**src/design/tepq_pkg.sv**
```systemverilog
package tepq_pkg;

    localparam int unsigned FIELD_TIME_W = 16;
    localparam int unsigned FIELD_KIND_W = 3;
    localparam int unsigned FIELD_TAG_W  = 16;
    localparam int unsigned OCC_W        = 7;
    localparam int unsigned RANK_W       = 4;

    typedef enum logic {
        OP_INSERT = 1'b0,
        OP_POP    = 1'b1
    } t_op;

    typedef enum logic [1:0] {
        ST_OK    = 2'd0,
        ST_FULL  = 2'd1,
        ST_EMPTY = 2'd2
    } t_status;

    typedef enum logic [FIELD_KIND_W-1:0] {
        KIND_CANCEL  = 3'd0,
        KIND_PROMOTE = 3'd1,
        KIND_ACCIDENT = 3'd2,
        KIND_CLOSURE = 3'd3,
        KIND_ARRIVAL = 3'd4,
        KIND_UNBLOCK = 3'd5,
        KIND_REOPEN  = 3'd6,
        KIND_OTHER   = 3'd7
    } t_kind;

    localparam logic [RANK_W-1:0] RANK_CANCEL  = 4'd1;
    localparam logic [RANK_W-1:0] RANK_PROMOTE = 4'd2;
    localparam logic [RANK_W-1:0] RANK_INCIDENT = 4'd3;
    localparam logic [RANK_W-1:0] RANK_ARRIVAL = 4'd4;
    localparam logic [RANK_W-1:0] RANK_UNBLOCK = 4'd5;
    localparam logic [RANK_W-1:0] RANK_OTHER   = 4'd10;

    typedef struct packed {
        logic ins;
        logic pop;
    } t_cell_ctl;

    function automatic logic [RANK_W-1:0] kind_rank(input logic [FIELD_KIND_W-1:0] kind);
        logic [RANK_W-1:0] rank;
        case (kind)
            KIND_CANCEL:   rank = RANK_CANCEL;
            KIND_PROMOTE:  rank = RANK_PROMOTE;
            KIND_ACCIDENT: rank = RANK_INCIDENT;
            KIND_CLOSURE:  rank = RANK_INCIDENT;
            KIND_ARRIVAL:  rank = RANK_ARRIVAL;
            KIND_UNBLOCK:  rank = RANK_UNBLOCK;
            KIND_REOPEN:   rank = RANK_UNBLOCK;
            default:       rank = RANK_OTHER;
        endcase
        return rank;
    endfunction

    function automatic logic key_less(
        input logic [FIELD_TIME_W-1:0] ta,
        input logic [FIELD_KIND_W-1:0] ka,
        input logic [FIELD_TIME_W-1:0] tb,
        input logic [FIELD_KIND_W-1:0] kb
    );
        logic res;
        if (ta != tb) begin
            res = ta < tb;
        end else begin
            res = kind_rank(ka) < kind_rank(kb);
        end
        return res;
    endfunction

endpackage

```
**src/design/tepq_cell.sv**
```systemverilog
module tepq_cell #(
    parameter int unsigned CELL_IDX = 0,
    parameter int unsigned TW       = 16,
    parameter int unsigned CW       = 7
) (
    input  logic                            i_clk,
    input  tepq_pkg::t_cell_ctl             i_ctl,
    input  logic [CW-1:0]                   i_cnt,
    input  logic [TW-1:0]                   i_new_time,
    input  logic [tepq_pkg::FIELD_KIND_W-1:0] i_new_kind,
    input  logic [tepq_pkg::FIELD_TAG_W-1:0]  i_new_tag,
    input  logic                            i_place_left,
    input  logic [TW-1:0]                   i_left_time,
    input  logic [tepq_pkg::FIELD_KIND_W-1:0] i_left_kind,
    input  logic [tepq_pkg::FIELD_TAG_W-1:0]  i_left_tag,
    input  logic [TW-1:0]                   i_right_time,
    input  logic [tepq_pkg::FIELD_KIND_W-1:0] i_right_kind,
    input  logic [tepq_pkg::FIELD_TAG_W-1:0]  i_right_tag,
    output logic                            o_place,
    output logic [TW-1:0]                   o_time,
    output logic [tepq_pkg::FIELD_KIND_W-1:0] o_kind,
    output logic [tepq_pkg::FIELD_TAG_W-1:0]  o_tag
);
    import tepq_pkg::*;

    logic [TW-1:0]           r_time, n_time;
    logic [FIELD_KIND_W-1:0] r_kind, n_kind;
    logic [FIELD_TAG_W-1:0]  r_tag, n_tag;
    logic                    w_valid;
    logic                    w_at_end;
    logic                    w_new_less;

    // The new event goes in front of this entry when its key is strictly smaller.
    assign w_valid    = CW'(CELL_IDX) < i_cnt;
    assign w_at_end   = CW'(CELL_IDX) == i_cnt;
    assign w_new_less = key_less(FIELD_TIME_W'(i_new_time), i_new_kind,
                                 FIELD_TIME_W'(r_time), r_kind);
    assign o_place    = (w_valid && w_new_less) || w_at_end;

    always_comb begin
        n_time = r_time;
        n_kind = r_kind;
        n_tag  = r_tag;
        if (i_ctl.ins) begin
            if (i_place_left) begin
                n_time = i_left_time;
                n_kind = i_left_kind;
                n_tag  = i_left_tag;
            end else if (o_place) begin
                n_time = i_new_time;
                n_kind = i_new_kind;
                n_tag  = i_new_tag;
            end
        end else if (i_ctl.pop) begin
            n_time = i_right_time;
            n_kind = i_right_kind;
            n_tag  = i_right_tag;
        end
    end

    always_ff @(posedge i_clk) begin
        r_time <= n_time;
        r_kind <= n_kind;
        r_tag  <= n_tag;
    end

    assign o_time = r_time;
    assign o_kind = r_kind;
    assign o_tag  = r_tag;

endmodule

```
**config.mk**
```make
export PLATFORM = sky130hd
export DESIGN_NAME = tepq_cell
export DESIGN_NICKNAME = d
export VERILOG_FILES = /design/src/design/tepq_pkg.sv /design/src/design/tepq_cell.sv
export SDC_FILE = /design/constraint.sdc
export NUM_CORES = 1
export LEC_CHECK = 0
export ABC_AREA = 1
export BUFFER_PORTS_ARGS = -buffer_cell sky130_fd_sc_hd__buf_4
export CAP_MARGIN = 30
export CELL_PAD_IN_SITES_DETAIL_PLACEMENT = 2
export CELL_PAD_IN_SITES_GLOBAL_PLACEMENT = 2
export CORE_AREA = 2 2 104 106
export DETAILED_ROUTE_END_ITERATION = 10
export DIE_AREA = 0 0 106 108
export PLACE_DENSITY_LB_ADDON = 0.1
export SLEW_MARGIN = 20
export SYNTH_ARGS = -nofsm -noshare
export SYNTH_HDL_FRONTEND = slang
export SYNTH_SLANG_ARGS = --single-unit
```
**constraint.sdc**
```tcl
create_clock -name i_clk -period 5.7 [get_ports i_clk]
set_input_delay 0 -clock i_clk [delete_from_list [all_inputs] [get_ports i_clk]]
set_output_delay 0 -clock i_clk [all_outputs]
set_load 0.02 [all_outputs]
```
==> flow_metrics.py <==
metrics = {
    "timing": {
        "period_needed_ns": 2.530,
        "fmax_mhz": 395.2,
        "worst_slew_pin_slew_ns": 0.5710,
        "slew_violations": 0,
        "fin_crit_sh_pct": 44.39,
        "maxSlewHeadroom_pct": 61.89,
        "clock_skew_ns": 0.008542,
        "setup_tns_ns": 0,
        "setup_viol": 0,
        "hold_violations": 0,
        "rsz0062_at_grt": "false",
    },
    "synthesis": {
        "synth_top_family_by_area": "simple AND/OR/NAND/NOR gates",
        "synth-simple-area-share_pct": 21.72,
        "synth-edff-count": 35,
        "yosysTopAreaCell": "edfxtp_1",
        "ys_seq_area_share_pct": 43.43,
        "synth_area_leaders": "edfxtp_1 (43%), o21ai_0 (13%), nand2_1 (11%), ha_1 (9.8%), nor2_1 (7.8%)",
        "postSynthRegisterBits": 35,
        "synthAdderAreaFrac_pct": 9.824,
        "async_reset_ff_share_pct": 0,
        "synth.distinct_cells": 24,
        "synth_top_cell_area_share_pct": 43.43,
        "syn-num-nets": 447,
        "synth_most_common_cell": "nand2_1",
        "syn_avg_cell_area_um2": 7.756,
        "synth_compound_area_share_pct": 17.27,
        "synth-xor-area-share_pct": 0,
        "syn_area_um2": 2420,
        "synth_cells": 312,
        "ys.flop_type": "edfxtp_1",
        "yosys-top-cells-count": "nand2_1 (70), o21ai_0 (61), nor2_1 (50), edfxtp_1 (35), inv_1 (29)",
        "synth_warnings": 0,
        "synth_mux_area_share_pct": 0,
    },
    "floorplan": {
        "die_y_um": 108,
        "die_area_um2": 11450,
        "num_io_pins": 152,
        "core_area_um2": 10230,
        "initial_core_util_pct": 23.65,
        "die_w_um": 106,
        "rows": 37,
    },
    "clock_tree": {
        "cts_max_level": 2,
        "cts_resized": 0,
        "numCtsBuffers": 5,
        "cts_tree": "done",
        "cts_buffer_depth": 2,
        "path_clk_slew_ns": 0.08,
        "postCtsHoldBufs": 15,
        "cts_num_sinks": 35,
        "clk_latency_ns": 0.28,
        "cts_setup_buffers": 0,
        "clk_root_buffer_cell": "clkbuf_8",
    },
    "worst_setup_path": {
        "required_ns": 5.70,
        "worstPathArrival_ns": 2.53,
        "startpoint": "o_time[11]",
        "r2r_cells": 12,
        "end_kind": "flop",
        "critPathKind": "reg -> reg",
        "critPathMaxFanout": 27,
        "reg2reg_from": "o_time[11]",
        "critPathLaunchType": "flop",
    },
    "global_route": {
        "grt_usage_pct": 16.90,
        "grt_pass1_wl_mm": 15.17,
        "grt_pass1_vias": 3103,
        "grt.busiest_layer": "met2",
        "globalRouteMet3Util_pct": 4.762,
        "gr-usage-met2_pct": 32.44,
        "antenna_found_initial": 0,
        "grt_use_met1_pct": 18.70,
        "grt_overflow_total": 0,
        "grt_max_degree": 38,
    },
    "placed_design": {
        "dpl_cell_area_um2": 3669,
        "port_buffers": 151,
        "hpwl_mm": 7.264,
        "gp_congestion": 0.6955,
        "dp.cells": 587,
    },
    "route": {
        "firstDrtPassIters": 3,
        "vias": 2762,
        "drtAntennaViolNets": 0,
        "drtIter0Drc": 51,
        "drc_errors": 0,
        "avgViaCountPerCell": 4.528,
        "drt_wl_total_mm": 9.430,
        "wl_per_cell_um": 15.46,
    },
    "finish": {
        "fin_util_pct": 38.38,
        "area_growth_pct": 62.25,
        "diodes": 0,
        "fin_nets": 608,
        "final_cells": 610,
        "drive_above_1_share_pct": 35.02,
        "stdcell_area_um2": 3926,
    },
    "status": {
        "outcome": "finished clean",
    },
    "power_and_ir_drop": {
        "peakVddDrop_mv": 0.09786,
        "leakagePower_nw": 1.889,
        "powerDensity_nw_per_um2": 215.3,
    },
    "hold_path": {
        "hold_depth": 3,
        "hold_start": "i_right_time[2]",
        "hold_path_class": "in -> reg",
    },
    "flow_run": {
        "cap_violations": 0,
    },
}
-- logic make-up after synthesis --
| group | count (synthesis) |
|---|---|
| AO/OA/AOI/OAI | 81 |
| adder cells (fa/ha/maj) | 19 |
| buffers and inverters | 45 |
| flip-flops | 35 |
| AND/OR/NAND/NOR | 132 |
-- critical path: stages, from the launching register on --
cell,delay (ns)
edfxtp_1,0.37
inv_1,0.07
ha_1,0.31
nand2_1,0.09
nor2_1,0.12
nand4_1,0.15
nand2_1,0.09
nor2_1,0.05
a21oi_2,0.14
nand3_1,0.08
nand2_1,0.07
clkinv_1,0.30
buf_4,0.38
-- metrics by stage --
step,setup slack [ns],hold WS [ns],total power [mW]
finish,3.170,0.002996,0.8453
global route,2.915,0.008956,0.9046
CTS,3.107,0.0003185,0.8617
detailed placement,3.134,0.2897,0.6277
global placement,2.799,0.2828,0.6196
floorplan,3.169,0.1912,0.4763
-- power breakdown --
group | switching [mW] | internal, mW | leakage [nW]
Clock | 0.0933 | 0.128 | 0.0556
Sequential | 0.0153 | 0.321 | 0.356
Combinational | 0.152 | 0.135 | 1.48
-- path summary, 6_finish.rpt --
check               endpoint  slack, ns
setup reg to reg   o_kind[2]       3.17
hold reg to reg   o_time[11]       1.40
hold / removal     o_time[2]      0.003
setup / recovery   o_kind[2]       3.17
-- final cells by class --
| class | count | area [µm²] |
|---|---|---|
| repair buffers | 168 | 1299 |
| clock inverters | 3 | 38.79 |
| well taps | 136 | 170.2 |
| clock buffers | 5 | 68.82 |
| flip-flops and latches | 35 | 1051 |
| inverters | 31 | 117.6 |
| fillers | 1196 | 6305 |
| multi-input cells | 232 | 1181 |
-- registers in the layout, indices dropped and copies added (netlist names) --
| register | cells |
|---|---|
| o_kind | 3 |
| o_time | 16 |
| o_tag | 16 |
-- routing by layer --
| metal | vias to the layer above | share of wire [%] |
|---|---|---|
| li1 | 1360 | - |
| met1 | 1319 | 39 |
| met2 | 81 | 53 |
| met3 | 2 | 7.0 |
| met4 | 0 | 0.45 |
| met5 | - | 0 |
-- placed cells by master, fill, tap and decap left out, drive strengths merged, types with 2 or more instances in the layout --
| cell | netlist | routed |
|---|---|---|
| a21oi | 8 | 8 |
| edfxtp | 35 | 35 |
| nand2 | 70 | 70 |
| nor2 | 51 | 51 |
| clkinv | 2 | 5 |
| a21o | 2 | 2 |
| o21ai | 71 | 71 |
| dlygate4sd3 | 0 | 15 |
| buf | 7 | 153 |
| ha | 19 | 19 |
| nand3 | 5 | 5 |
| inv | 29 | 28 |
| clkbuf | 7 | 5 |
No activity file was read; power rests on OpenSTA's default activity.
